<file path="config.mk">
export PLATFORM = sky130hd
export DESIGN_NAME = start_byte_frame_receiver
export DESIGN_NICKNAME = d
export VERILOG_FILES = /design/src/rtl/sbfr_pkg.sv /design/src/rtl/sbfr_csr.sv /design/src/rtl/sbfr_core.sv /design/src/rtl/start_byte_frame_receiver.sv
export SDC_FILE = /design/constraint.sdc
export NUM_CORES = 1
export LEC_CHECK = 0
export BUFFER_PORTS_ARGS = -buffer_cell sky130_fd_sc_hd__buf_4
export CAP_MARGIN = 20
export CORE_MARGIN = 2
export CORE_UTILIZATION = 48
export CTS_BUF_LIST = sky130_fd_sc_hd__clkbuf_16
export CTS_CLUSTER_SIZE = 25
export DETAILED_ROUTE_END_ITERATION = 6
export PLACE_DENSITY_LB_ADDON = 0.3
export SETUP_SLACK_MARGIN = 0.2
export SLEW_MARGIN = 20
export SYNTH_ARGS = -nofsm -noshare
export SYNTH_HDL_FRONTEND = slang
export SYNTH_HIERARCHICAL = 1
export SYNTH_SLANG_ARGS = --single-unit
</file>
<file path="constraint.sdc">
create_clock -name clock -period 3.5 [get_ports clock]
set_clock_uncertainty 0.2 [all_clocks]
set_input_delay 0.7 -clock clock [delete_from_list [all_inputs] [get_ports clock]]
set_output_delay 0.7 -clock clock [all_outputs]
set_load 0.005 [all_outputs]
</file>
<file path="src/rtl/sbfr_pkg.sv">
// shared types and constants for the start byte frame receiver
// no dependencies

package sbfr_pkg;

   localparam int PAYLOAD_BYTES_DEFAULT = 8;
   localparam int PAYLOAD_W = 64;
   localparam int CSR_ADDR_W = 3;
   localparam int CSR_DATA_W = 32;

   localparam logic [7:0] START_BYTE_RESET = 8'd64;
   localparam logic [8:0] TYPE_LIMIT_RESET = 9'd256;

   typedef enum logic {
      REG_START_BYTE = 1'b0,
      REG_TYPE_LIMIT = 1'b1
   } reg_index_type;

   typedef enum logic [1:0] {
      PH_HUNT    = 2'd0,
      PH_PAYLOAD = 2'd1,
      PH_TYPE    = 2'd2,
      PH_CHECK   = 2'd3
   } phase_type;

   typedef enum logic [1:0] {
      ST_GOOD     = 2'd0,
      ST_CHECKSUM = 2'd1,
      ST_TYPE     = 2'd2
   } status_type;

   typedef struct packed {
      logic [7:0] start_byte;
      logic [8:0] type_limit;
   } cfg_type;

   typedef struct packed {
      logic                 valid;
      logic [PAYLOAD_W-1:0] payload;
      logic [7:0]           frame_type;
      status_type           frame_status;
   } result_type;

endpackage

</file>
<file path="src/rtl/sbfr_csr.sv">
// configuration registers: start byte and type limit, apb-style access
// depends on sbfr_pkg

module sbfr_csr (
   input  logic                            clock,
   input  logic                            reset,
   input  logic                            csr_psel,
   input  logic                            csr_penable,
   input  logic                            csr_pwrite,
   input  logic [sbfr_pkg::CSR_ADDR_W-1:0] csr_paddr,
   input  logic [sbfr_pkg::CSR_DATA_W-1:0] csr_pwdata,
   output logic [sbfr_pkg::CSR_DATA_W-1:0] csr_prdata,
   output logic                            csr_pready,
   output sbfr_pkg::cfg_type               cfg
);
   import sbfr_pkg::*;

   logic [7:0]    start_ff;
   logic [8:0]    limit_ff;
   logic          wr_en;
   reg_index_type sel;

   assign csr_pready = 1'b1;
   assign wr_en = csr_psel & csr_penable & csr_pwrite & csr_pready;
   assign sel = reg_index_type'(csr_paddr[2]);

   always_ff @(posedge clock) begin
      if (reset) begin
         start_ff <= START_BYTE_RESET;
         limit_ff <= TYPE_LIMIT_RESET;
      end else if (wr_en) begin
         case (sel)
            REG_START_BYTE: start_ff <= csr_pwdata[7:0];
            REG_TYPE_LIMIT: limit_ff <= csr_pwdata[8:0];
            default: ;
         endcase
      end
   end

   always_comb begin
      case (sel)
         REG_START_BYTE: csr_prdata = CSR_DATA_W'(start_ff);
         REG_TYPE_LIMIT: csr_prdata = CSR_DATA_W'(limit_ff);
         default:        csr_prdata = '0;
      endcase
   end

   assign cfg.start_byte = start_ff;
   assign cfg.type_limit = limit_ff;

endmodule

</file>
<file path="src/rtl/sbfr_core.sv">
// frame state machine, payload and type capture, running checksum
// depends on sbfr_pkg

module sbfr_core #(
   parameter int PAYLOAD_BYTES = sbfr_pkg::PAYLOAD_BYTES_DEFAULT
) (
   input  logic                 clock,
   input  logic                 reset,
   input  logic                 step,
   input  logic [7:0]           rx_byte,
   input  logic                 link_error,
   input  sbfr_pkg::cfg_type    cfg,
   output sbfr_pkg::result_type res
);
   import sbfr_pkg::*;

   localparam int IDX_W = (PAYLOAD_BYTES > 1) ? $clog2(PAYLOAD_BYTES) : 1;
   localparam logic [IDX_W-1:0] IDX_LAST = IDX_W'(PAYLOAD_BYTES - 1);

   phase_type        phase_ff, phase_in;
   logic [IDX_W-1:0] idx_ff;
   logic [7:0]       sum_ff;
   logic [7:0]       type_ff;
   logic [7:0]       pl_ff [PAYLOAD_BYTES];
   logic             go;

   assign go = step & ~link_error;

   always_comb begin
      phase_in = phase_ff;
      if (step) begin
         if (link_error) begin
            phase_in = PH_HUNT;
         end else begin
            case (phase_ff)
               PH_HUNT:    if (rx_byte == cfg.start_byte) phase_in = PH_PAYLOAD;
               PH_PAYLOAD: if (idx_ff == IDX_LAST) phase_in = PH_TYPE;
               PH_TYPE:    phase_in = PH_CHECK;
               PH_CHECK:   phase_in = PH_HUNT;
               default:    phase_in = PH_HUNT;
            endcase
         end
      end
   end

   always_comb begin
      res.valid = go & (phase_ff == PH_CHECK);
      res.frame_type = type_ff;
      res.payload = '0;
      for (int k = 0; k < PAYLOAD_BYTES; k++) begin
         res.payload[8*k +: 8] = pl_ff[k];
      end
      if (rx_byte != sum_ff) begin
         res.frame_status = ST_CHECKSUM;
      end else if ({1'b0, type_ff} >= cfg.type_limit) begin
         res.frame_status = ST_TYPE;
      end else begin
         res.frame_status = ST_GOOD;
      end
   end

   always_ff @(posedge clock) begin
      if (reset) begin
         phase_ff <= PH_HUNT;
         idx_ff   <= '0;
      end else begin
         phase_ff <= phase_in;
         if (step & (link_error | (phase_ff == PH_HUNT))) begin
            idx_ff <= '0;
         end else if (go & (phase_ff == PH_PAYLOAD)) begin
            idx_ff <= (idx_ff == IDX_LAST) ? '0 : idx_ff + 1'b1;
         end
      end
   end

   always_ff @(posedge clock) begin
      if (go) begin
         case (phase_ff)
            PH_HUNT: sum_ff <= '0;
            PH_PAYLOAD: begin
               pl_ff[idx_ff] <= rx_byte;
               sum_ff        <= sum_ff + rx_byte;
            end
            PH_TYPE: begin
               type_ff <= rx_byte;
               sum_ff  <= sum_ff + rx_byte;
            end
            default: ;
         endcase
      end
   end

endmodule

</file>
<file path="src/rtl/start_byte_frame_receiver.sv">
// Start byte frame receiver: hunts for the configured start byte, collects
// PAYLOAD_BYTES payload bytes, a type byte and a checksum byte, and emits one
// item per frame with payload, type and status. Takes one byte per cycle
// while not stalled; an item passes an input register, the frame logic and
// an output register, so rsp_tvalid is registered and rises once the frame
// logic takes the checksum byte from the input register. The input side
// stalls only while the output register holds an item that is not taken.
// Configuration reads and writes complete without wait states.
// depends on sbfr_pkg, sbfr_csr, sbfr_core

module start_byte_frame_receiver #(
   parameter int PAYLOAD_BYTES = sbfr_pkg::PAYLOAD_BYTES_DEFAULT
) (
   input  logic                            clock,
   input  logic                            reset,
   input  logic                            req_tvalid,
   output logic                            req_tready,
   input  logic [7:0]                      req_tdata,  // rx_byte
   input  logic                            req_tuser,  // link_error
   output logic                            rsp_tvalid,
   input  logic                            rsp_tready,
   output logic [sbfr_pkg::PAYLOAD_W-1:0]  rsp_tdata,  // payload
   output logic [9:0]                      rsp_tuser,  // frame_type, frame_status
   input  logic                            csr_psel,
   input  logic                            csr_penable,
   input  logic                            csr_pwrite,
   input  logic [sbfr_pkg::CSR_ADDR_W-1:0] csr_paddr,
   input  logic [sbfr_pkg::CSR_DATA_W-1:0] csr_pwdata,
   output logic [sbfr_pkg::CSR_DATA_W-1:0] csr_prdata,
   output logic                            csr_pready
);
   import sbfr_pkg::*;

   cfg_type              cfg;
   result_type           res;
   logic                 in_valid_ff;
   logic [7:0]           in_byte_ff;
   logic                 in_err_ff;
   logic                 out_valid_ff;
   logic [PAYLOAD_W-1:0] out_payload_ff;
   logic [7:0]           out_type_ff;
   status_type           out_status_ff;
   logic                 out_free;
   logic                 step;

   sbfr_csr u_csr (
      .clock       (clock),
      .reset       (reset),
      .csr_psel    (csr_psel),
      .csr_penable (csr_penable),
      .csr_pwrite  (csr_pwrite),
      .csr_paddr   (csr_paddr),
      .csr_pwdata  (csr_pwdata),
      .csr_prdata  (csr_prdata),
      .csr_pready  (csr_pready),
      .cfg         (cfg)
   );

   sbfr_core #(
      .PAYLOAD_BYTES (PAYLOAD_BYTES)
   ) u_core (
      .clock      (clock),
      .reset      (reset),
      .step       (step),
      .rx_byte    (in_byte_ff),
      .link_error (in_err_ff),
      .cfg        (cfg),
      .res        (res)
   );

   assign out_free   = ~out_valid_ff | rsp_tready;
   assign step       = in_valid_ff & out_free;
   assign req_tready = ~in_valid_ff | out_free;

   always_ff @(posedge clock) begin
      if (reset) begin
         in_valid_ff <= 1'b0;
      end else if (req_tready) begin
         in_valid_ff <= req_tvalid;
      end
   end

   always_ff @(posedge clock) begin
      if (req_tvalid & req_tready) begin
         in_byte_ff <= req_tdata;
         in_err_ff  <= req_tuser;
      end
   end

   always_ff @(posedge clock) begin
      if (reset) begin
         out_valid_ff <= 1'b0;
      end else if (res.valid) begin
         out_valid_ff <= 1'b1;
      end else if (rsp_tready) begin
         out_valid_ff <= 1'b0;
      end
   end

   always_ff @(posedge clock) begin
      if (res.valid) begin
         out_payload_ff <= res.payload;
         out_type_ff    <= res.frame_type;
         out_status_ff  <= res.frame_status;
      end
   end

   assign rsp_tvalid = out_valid_ff;
   assign rsp_tdata  = out_payload_ff;
   assign rsp_tuser  = {out_status_ff, out_type_ff};

endmodule
</file>
==> reports/results.tsv, run 1 <==
metric	value	unit
status	finished, final reports clean	
final net count	623	
port bufs	110	
post-synthesis async set-or-reset flop share	0	
Core Area	0.0145	mm^2
Crit path buffers/inverters	0	
Detail Route Antenna Nets	0	
period utilisation layout	0.753	
Total Neg Setup Slack	0	ns
RSZ-0062 raised after global routing	no	
Hold EP	rsp_tdata[19]	
synth-to-layout area growth	23.1	%
fraction of layout cells with a size suffix above 1	0.313	
TritonCTS clock tree	yes	
die height	126	um
Avg Cell Area, Syn	17.1	um^2
worst reg2reg setup slack	0.87	ns
number of flops mapped to enable cells by yosys	163	
Power Dens Cells	510	mW/mm^2
count of pins over their slew limit	0	
DR vias	3629	
critical path required time	3.46	ns
DRT iter0 DRCs	226	
total gr overflow	0	
Post-CTS Hold Fix Bufs	0	
I/O pin cnt	160	
Skew-Pair Late Insertion Delay	0.42	ns
RR Endpoint	u_core/sum_ff[6]	
vias per inst	4.86	
CTS Sinks	187	
worst-path cell chain	ha_1, fa_1, a21o_1, a21o_2, a21oi_1, nor4bb_1, or3_1	
vias in the first global route	3561	
synthesized area	0.00710	mm^2
CTS Buf Count	17	
post-synthesis sequential area ratio	0.757	
Top Family by Delay on Critical Path	compound AO/OA/AOI/OAI gates	
critical path peak fanout	2	
Root Buffer	clkbuf_16	
endpoints failing setup	0	
Min-Delay Path Class	flop to flop	
Pre-Repair DR Iteration Count	4	
Hold WS	0.217	ns
post-DP HPWL	8460	um
synth warn	6	
Seq cells post-synth	187	
die area	0.0158	mm^2
VDD IR-drop max	0.000306	V
hold-critical path depth	0	
first-pass GRT wire length	19500	um
antenna violations before repair	0	
max_slew headroom	0.546	
Clock Tree Buf Depth	2	
reg2reg start	in_byte_ff[0]	
max incr delay on CP	0.42	ns
pin count of the biggest net entering global routing	48	
Register-to-Register Path Depth	7	
Lkg Pwr	0.00327	uW
Final min period	2.63	ns
WL/cell	16.7	um
setup bufs post-CTS	0	
Die X	126	um
Top FF cell, synth	edfxtp_1	
Antenna Cells	0	
kind of critical path	flop to flop	
Crit-path slowest cell	fa_1	
GRT Overall Usage	0.164	
Critical Path AT	2.60	ns
Worst setup SP type	flop	
post-CTS sizing	0	
Starting Density	0.490	
Slew @ Worst Pin	0.678	ns
cell row count	44	
Yosys cell types	45	
Max Fclk	380	MHz
DRC violations left	0	
clock transition at the registers of the reported paths	0.07	ns
Hold Vio Cnt, Final	0	
Final Power	4450	uW
Mapped Cells	414	
Max-cap violations	0	
Total Wirelength	12400	um
Routability Congestion	0.742	
CP endpoint kind	flop	
Hold Crit Start	u_core/pl_ff[2][3]	
H-tree lvl count	4	
-- worst max path at each step --
stage | cells past startpoint | slack (ns) | end | startpoint
6_report | 7 | 0.87 | u_core/sum_ff[6] | in_byte_ff[0]
5_1_grt | 5 | 0.71 | u_core/pl_ff[7][2] | rsp_tvalid
4_1_cts | 7 | 0.93 | u_core/sum_ff[6] | in_byte_ff[0]
3_5_place_dp | 6 | 0.50 | u_core/pl_ff[7][2] | rsp_tready
3_3_place_gp | 6 | 0.59 | u_core/pl_ff[7][0] | rsp_tready
2_1_floorplan | 5 | 0.58 | out_status_ff[0] | rsp_tready
-- cells in the mapped netlist (2+ instances only) --
cell type | count | area (um^2)
a211o_1 | 2 | 17.5
a21o_1 | 3 | 22.5
a21oi_1 | 11 | 55.1
a31oi_1 | 2 | 12.5
and2_1 | 8 | 50.1
and4b_1 | 2 | 20.0
buf_4 | 24 | 180
clkbuf_1 | 3 | 11.3
conb_1 | 2 | 7.51
dfxtp_1 | 24 | 480
edfxtp_1 | 163 | 4890
ha_1 | 22 | 275
inv_1 | 12 | 45.0
mux2_2 | 8 | 90.1
mux2i_1 | 18 | 180
nand2_1 | 7 | 26.3
nand2b_1 | 34 | 213
nand3_1 | 4 | 20.0
nand3b_1 | 2 | 15.0
nand4_1 | 4 | 25.0
nor2_1 | 10 | 37.5
nor2b_1 | 3 | 18.8
nor3_1 | 7 | 35.0
nor4bb_1 | 2 | 20.0
o21ai_0 | 5 | 25.0
o31ai_1 | 2 | 15.0
or3_1 | 2 | 12.5
xnor2_1 | 9 | 78.8
xor2_1 | 3 | 26.3
-- logic make-up (layout without fill, tap and decap cells) --
kind of cell             Yosys count  in the layout  share of synthesized area
multiplexers                      26             26                     0.0381
buffers and inverters             42            168                     0.0377
AO/OA/AOI/OAI                     27             27                     0.0233
flip-flops                       187            187                      0.757
XOR/XNOR                          12             12                     0.0148
AND/OR/NAND/NOR                   95             95                     0.0860
other                              2             24                    0.00106
adder cells (fa/ha/maj)           23             23                     0.0416
-- layout by cell type, fill, tap and decap left out, types with 4 or more instances in the layout --
cell type and n:
buf_4 123, and2_1 7, ha_1 22, a21oi_1 11
nand4_1 4, nand2b_1 34, inv_1 12, nand3_1 4
o21ai_0 5, nor3_1 7, mux2i_1 18, conb_1 24
xnor2_1 9, dfxtp_1 24, inv_8 5, edfxtp_1 163
nor2_1 10, mux2_2 8, clkbuf_16 17, nand2_1 7
-- sequential cells by signal, summed over array words and instances, names as in the netlist --
register and flops:
out_status_ff 2, u_core/type_ff 8, u_core/pl_ff 64, u_csr/start_ff 8, in_err_ff 1, u_core/phase_ff 2, in_byte_ff 8, u_core/sum_ff 8
u_core/idx_ff 3, u_csr/limit_ff 9, in_valid_ff 1, rsp_tdata 64, rsp_tvalid 1, out_type_ff 8
-- routing by layer --
| metal | global-route usage | part of all wire | vias to the layer above |
|---|---|---|---|
| met5 | 0 | 0 | - |
| met4 | 0.0484 | 0.0099 | 0 |
| met3 | 0.0462 | 0.060 | 4 |
| met2 | 0.271 | 0.49 | 122 |
| met1 | 0.214 | 0.44 | 1740 |
| li1 | - | - | 1763 |
-- power by group --
group	switching (uW)	leakage, uW	internal, uW	total (uW)
registers	13.5	0.00167	2420	2430
clock network	860	0.000290	1020	1880
logic	73.7	0.00131	65.1	139
total	947	0.00327	3500	4450
-- stage by stage --
step	worst slack [ns]	std cells	util	area, um^2
after floorplan	0.583	436	-	7180
final	0.865	746	0.603	8740
after CTS	0.927	746	0.603	8740
after global routing	0.712	746	0.603	8740
after detailed placement	0.503	714	0.562	8140
after global placement	0.589	714	0.562	8140
-- area by class of cell --
type / instances / area (um^2)
repair buffers: 124 / 943
inverters: 12 / 45.0
clock buffers: 17 / 425
multi-input cells: 207 / 1540
well taps: 184 / 230
clock inverters: 15 / 174
flip-flops and latches: 187 / 5380
fillers: 1109 / 5740
-- worst register-to-register path, cell delays in order, from the launching register on --
cell and delay (ns):
edfxtp_1 0.39, ha_1 0.24, fa_1 0.42, a21o_1 0.18, a21o_2 0.23, a21oi_1 0.27, nor4bb_1 0.09, or3_1 0.36
Note: power is estimated with default switching activity, not from simulation.
==> inputs of run 2 (changes only) <==
ABC_AREA = 1   (was unset)
CORE_UTILIZATION = 54   (was 48)
clock period = 2.5 ns   (was 3.5 ns; I/O delays follow)
==> run 2 against run 1 <==
Sequential share of layout area decreased by 0.66 points. Cell count increased by 13%. Total power increased by 45%. Sequential power increased by 41%. Fmax increased by 25%. Register-to-register slack got worse by 0.47 ns. Wire length increased by 0.48%. Largest power group unchanged.
==> reports/results.tsv, run 2 <==
metric	value	unit	change
status	finished, final reports clean		
most common cell after layout, fill and taps aside	edfxtp_1		
kind of critical path	flop to flop		
count of pins over their slew limit	0		unchanged
VDD IR-drop max	0.000411	V	+34%
Avg Cell Area, Syn	13.8	um^2	-19%
Core Area	0.0128	mm^2	-12%
synthesized area	0.00713	mm^2	+0.53%
cell row count	41		-6.8%
Final WS setup	0.396	ns	-0.470 ns
most frequent CP cell	nand2_1		
RSZ-0062 raised after global routing	no		
share of the synthesized area in the top cell type	0.686		-0.00363
CTS Sinks	187		unchanged
commonest non-fill, non-tap cells in the layout	edfxtp_1 (163), buf_4 (128), nand2_1 (89)		
critical path peak fanout	3		+1
WL/cell	14.9	um	-11%
post-DP HPWL	8320	um	-1.7%
Slew @ Worst Pin	0.575	ns	-0.103 ns
Total Neg Setup Slack	0	ns	unchanged
number of flops mapped to enable cells by yosys	163		unchanged
Setup Slack @ Placement	0.230	ns	-0.273 ns
synth-to-layout area growth	23.8	%	
DR WL met3	728	um	-2.0%
TritonCTS clock tree	yes		
Total Wirelength	12500	um	+0.48%
Mapped Cells	516		+25%
Starting Density	0.559		+0.0684
Comb pwr share	0.041		+0.010
Min-Delay Path Class	input port to flop		
Max Fclk	475	MHz	+25%
post-synthesis sequential area ratio	0.753		-0.00398
CP endpoint kind	flop		
Hold Vio Cnt, Final	0		unchanged
endpoints failing setup	0		unchanged
setup bufs post-CTS	0		unchanged
Critical Path AT	2.17	ns	-0.43 ns
Highest Signal Layer	met4		
final net count	731		+17%
clock share of power	0.428		+0.005
Lkg Pwr	0.00349	uW	+6.7%
Antenna Cells	0		unchanged
Sequential Power Share	0.531		-0.015
worst-path cell chain	ha_1, fa_1, nand3_1, nand2_1, nand2_1, nand2_1, a21oi_2, o21ai_0, a21oi_1		
total gr overflow	0		unchanged
Detail Route Antenna Nets	0		unchanged
synth top area cells	edfxtp_1 (69%), dfxtp_1 (6.7%), nand2_1 (4.7%)		
critical path required time	2.57	ns	-0.89 ns
dominant cell type by area after synthesis	edfxtp_1		
Switching Share	0.199		-0.0142
synth warn	6		unchanged
pin count of the biggest net entering global routing	62		+29%
die area	0.0141	mm^2	-10%
DR vias	4110		+13%
port bufs	110		unchanged
Pre-Repair DR Iteration Count	5		+1
Yosys cell types	33		-27%
commonest cells in the synthesized netlist	edfxtp_1 (163), nand2_1 (89), inv_1 (56)		
Skew-Pair Late Insertion Delay	0.42	ns	about the same
max incr delay on CP	0.42	ns	about the same
post-CTS sizing	0		unchanged
die height	119	um	-5.3%
H-tree lvl count	4		unchanged
Routability Congestion	0.841		+13%
Seq cells post-synth	187		unchanged
DRT iter0 DRCs	281		+24%
I/O pin cnt	160		unchanged
Psw	1280	uW	+35%
Final min period	2.10	ns	-0.530 ns
met2 routed WL	6300	um	+2.8%
max_slew headroom	0.617		+0.0704
CTS Buf Count	17		unchanged
antenna violations before repair	0		unchanged
M1 WL	5330	um	-2.1%
Post-CTS Hold Fix Bufs	0		unchanged
Crit-path slowest cell	fa_1		
vias per inst	4.89		+0.58%
post-synthesis async set-or-reset flop share	0		unchanged
Top Family by Delay on Critical Path	adder cells		
Clock Tree Buf Depth	2		unchanged
Die X	119	um	-5.3%
clock transition at the registers of the reported paths	0.07	ns	about the same
Power Dens Cells	731	mW/mm^2	+44%
Top FF cell, synth	edfxtp_1		
DRC violations left	0		unchanged
fraction of layout cells with a size suffix above 1	0.260		-0.0527
Worst setup SP type	flop		
GRT Overall Usage	0.184		+0.0197
most numerous cell in the Yosys netlist	edfxtp_1		
internal power	5180	uW	+48%
Root Buffer	clkbuf_16		
Crit path buffers/inverters	0		unchanged
first-pass GRT wire length	19400	um	-0.49%
vias in the first global route	3865		+8.5%
period utilisation layout	0.842		+0.0889
Max-cap violations	0		unchanged
==> run 2: cell families (layout without fill, tap and decap cells) <==
| logic type | after synthesis | in the layout | synth area share |
|---|---|---|---|
| AOI/OAI and AO/OA | 35 | 35 | 0.0288 |
| xor gates and xnor gates | 4 | 4 | 0.00596 |
| adders and majority gates | 23 | 23 | 0.0414 |
| buffers and inverters | 87 | 217 | 0.0635 |
| DFF | 187 | 187 | 0.753 |
| other | 2 | 24 | 0.00105 |
| and+or+nand+nor | 178 | 178 | 0.106 |
==> run 2: per-layer routing <==
metal | global-route usage | vias up
met4 | 0.0707 | 0
met3 | 0.0465 | 11
met2 | 0.306 | 172
met5 | 0 | -
met1 | 0.234 | 1931
li1 | - | 1996
==> run 2: path summary, 6_finish.rpt <==
kind                 startpoint          endpoint  slack, ns  depth (start not counted)
max               in_byte_ff[0]  u_core/sum_ff[6]       0.40                          9
min                req_tdata[0]     in_byte_ff[0]       0.05                          1
min reg2reg  u_core/pl_ff[6][0]     rsp_tdata[48]       0.21                          0
max reg2reg       in_byte_ff[0]  u_core/sum_ff[6]       0.40                          9
==> run 2: through the flow <==
step                      power (uW)  utilization  instance area [um^2]  hold WS, ns  cells
after floorplan                 3670            -                  7250        0.200    538
after global placement          3750        0.643                  8210        0.200    810
after detailed placement        3760        0.643                  8210        0.205    810
after CTS                       6510        0.691                  8830       0.0286    840
after global routing            6650        0.691                  8830       0.0285    840
final                           6460        0.691                  8830       0.0477    840
==> run 2: cell type report <==
type,instances,area [um^2]
fillers,886,3940
flip-flops and latches,187,5380
multi-input cells,264,1410
well taps,172,215
inverters,58,230
clock buffers,17,425
clock inverters,13,193
repair buffers,129,981
==> run 2: worst reg2reg max path: cells and delay by family (launching register included) <==
family | cells | cell delay [ns]
DFF | 1 | 0.40
and+or+nand+nor | 4 | 0.32
AOI/OAI and AO/OA | 3 | 0.36
adders and majority gates | 2 | 0.67
==> run 2: power by group through the flow <==
stage | combinational, uW | clock (uW) | sequential, uW
after CTS | 267 | 2810 | 3430
after global placement | 254 | 0 | 3500
after detailed placement | 261 | 0 | 3500
final | 266 | 2760 | 3430
after floorplan | 175 | 0 | 3500
after global routing | 297 | 2920 | 3430
==> inputs of run 3 (changes only) <==
clock period = 2 ns   (was 2.5 ns; I/O delays follow)
==> run 3 against run 2 <==
Via count rose by 4.6%. First-iteration DRC count rose by 2.5%. Clock power rose by 11%. Sequential cell count did not move. Critical endpoint unchanged.
==> reports/results.tsv, run 3 (synthesis gave the netlist of run 2 again) <==
metric	value	unit	change
status	finished, final reports clean		
endpoints failing setup	0		unchanged
critical path required time	2.08	ns	-0.49 ns
final net count	764		+4.5%
H-tree lvl count	4		unchanged
first-pass GRT wire length	20700	um	+6.6%
Skew-Pair Late Insertion Delay	0.43	ns	about the same
fraction of layout cells with a size suffix above 1	0.349		+0.0880
Root Buffer	clkbuf_16		
final core occ	0.732		+0.0407
DRC violations left	0		unchanged
Antenna Cells	0		unchanged
Die X	119	um	unchanged
Register-to-Register Path Depth	9		unchanged
Hold WS	0.0403	ns	-0.00740 ns
Detail Route Antenna Nets	0		unchanged
antenna violations before repair	0		unchanged
TritonCTS clock tree	yes		
Crit-path slowest cell	edfxtp_1		
Hold Vio Cnt, Final	0		unchanged
hold-critical path depth	3		+2
GRT Overall Usage	0.197		+0.0129
worst-path cell chain	ha_4, fa_2, nand3_2, nand2_2, nand2_1, nand2_1, a21oi_2, o21ai_1, a21oi_1		
CP endpoint kind	flop		
cell row count	41		unchanged
Placed Area	0.00834	mm^2	+1.5%
Routability Congestion	0.802		-4.7%
vias per inst	4.92		+0.46%
most common cell after layout, fill and taps aside	edfxtp_1		
most frequent CP cell	nand2_1		
CTS Sinks	187		unchanged
M1 WL	5700	um	+7.0%
Starting Density	0.559		unchanged
Highest Signal Layer	met4		
vias in the first global route	4102		+6.1%
clock transition at the registers of the reported paths	0.07	ns	about the same
total gr overflow	0		unchanged
Worst setup SP type	flop		
Max-cap violations	0		unchanged
DR vias	4301		+4.6%
Max Fclk	518	MHz	+9.1%
met2 routed WL	6890	um	+9.3%
Final min period	1.93	ns	-0.175 ns
DR WL met3	792	um	+8.8%
die area	0.0141	mm^2	unchanged
Lkg Pwr	0.00365	uW	+4.7%
CTS Buf Count	17		unchanged
VDD IR-drop max	0.000368	V	-10%
fin area	0.00935	mm^2	+5.9%
synth-to-layout area growth	31.1	%	
WL/cell	15.6	um	+4.9%
critical path peak fanout	2		-1
DRT iter0 DRCs	288		+2.5%
Final WS setup	0.0705	ns	-0.325 ns
Total Wirelength	13700	um	+9.2%
Pre-Repair DR Iteration Count	5		unchanged
Core Area	0.0128	mm^2	unchanged
post-DP HPWL	8800	um	+5.8%
commonest non-fill, non-tap cells in the layout	edfxtp_1 (163), buf_4 (141), nand2_1 (82)		
Setup Slack @ Placement	-0.00504	ns	-0.235 ns
period utilisation layout	0.965		+0.123
pin count of the biggest net entering global routing	44		-29%
die height	119	um	unchanged
kind of critical path	flop to flop		
I/O pin cnt	160		unchanged
max incr delay on CP	0.45	ns	+0.03 ns
Min-Delay Path Class	input port to flop		
count of pins over their slew limit	0		unchanged
port bufs	110		unchanged
Power Dens Cells	832	mW/mm^2	+14%
RSZ-0062 raised after global routing	yes		
Critical Path AT	2.01	ns	-0.16 ns
Clock Tree Buf Depth	2		unchanged
-- run 3: cell types whose count changed in the layout (fill, tap and decap cells not counted), moves of 7 or more --
cell           previous run  this run
buf_4                   128       141
ha_4                      0         8
ha_1                     22        13
dfxtp_1                  24        16
nand2_1                  89        82
nor2_1                   52        42
dlygate4sd3_1             0        12
nor2_4                    4        11
-- run 3: final timing paths --
check	startpoint	endpoint	slack, ns
max	in_byte_ff[0]	u_core/sum_ff[6]	0.07
min	req_tvalid	in_valid_ff	0.04
max reg2reg	in_byte_ff[0]	u_core/sum_ff[6]	0.07
min reg2reg	u_core/pl_ff[7][2]	rsp_tdata[58]	0.21
-- run 3: metal layers --
layer | track usage | vias up
met5 | 0 | -
met4 | 0.0811 | 0
met3 | 0.0575 | 26
met2 | 0.325 | 181
met1 | 0.244 | 2022
li1 | - | 2072
-- run 3: where the power goes --
part           switching [uW]  internal [uW]  total (uW)
sequential               34.3           4250        4290
combinational             251            199         450
clock                    1440           1610        3050
total                    1720           6060        7780
-- run 3: what timing repair did --
item,4_1_cts,5_1_grt
gates resized for setup,23,30
endpoints found under the setup margin,70,122
cloned,0,2
hold buffers,12,0
pin swaps,19,13
setup buffers,11,7
endpoints found under the hold margin,15,0
-- run 3: worst max-delay path: cells and delay by family, from the launching register on --
family,cells,cell delay (ns)
adders and majority gates,2,0.55
DFF,1,0.45
AOI/OAI and AO/OA,3,0.33
and+or+nand+nor,4,0.25
-- run 3: area by class of cell --
type,instances,area (um^2)
Sequential cell,187,5390
Fill cell,810,3420
Multi-Input combinational cell,264,1660
Timing Repair Buffer,162,1310
Clock buffer,17,425
Inverter,58,238
Tap cell,172,215
Clock inverter,15,113
-- run 3: metrics by stage --
step	TNS (ns)	std cells	total power, uW
after floorplan	-31.31	538	4610
after global placement	0	811	4710
after detailed placement	-0.0384	811	4720
after CTS	0	866	7790
after global routing	-0.0328	875	8040
final	0	875	7780
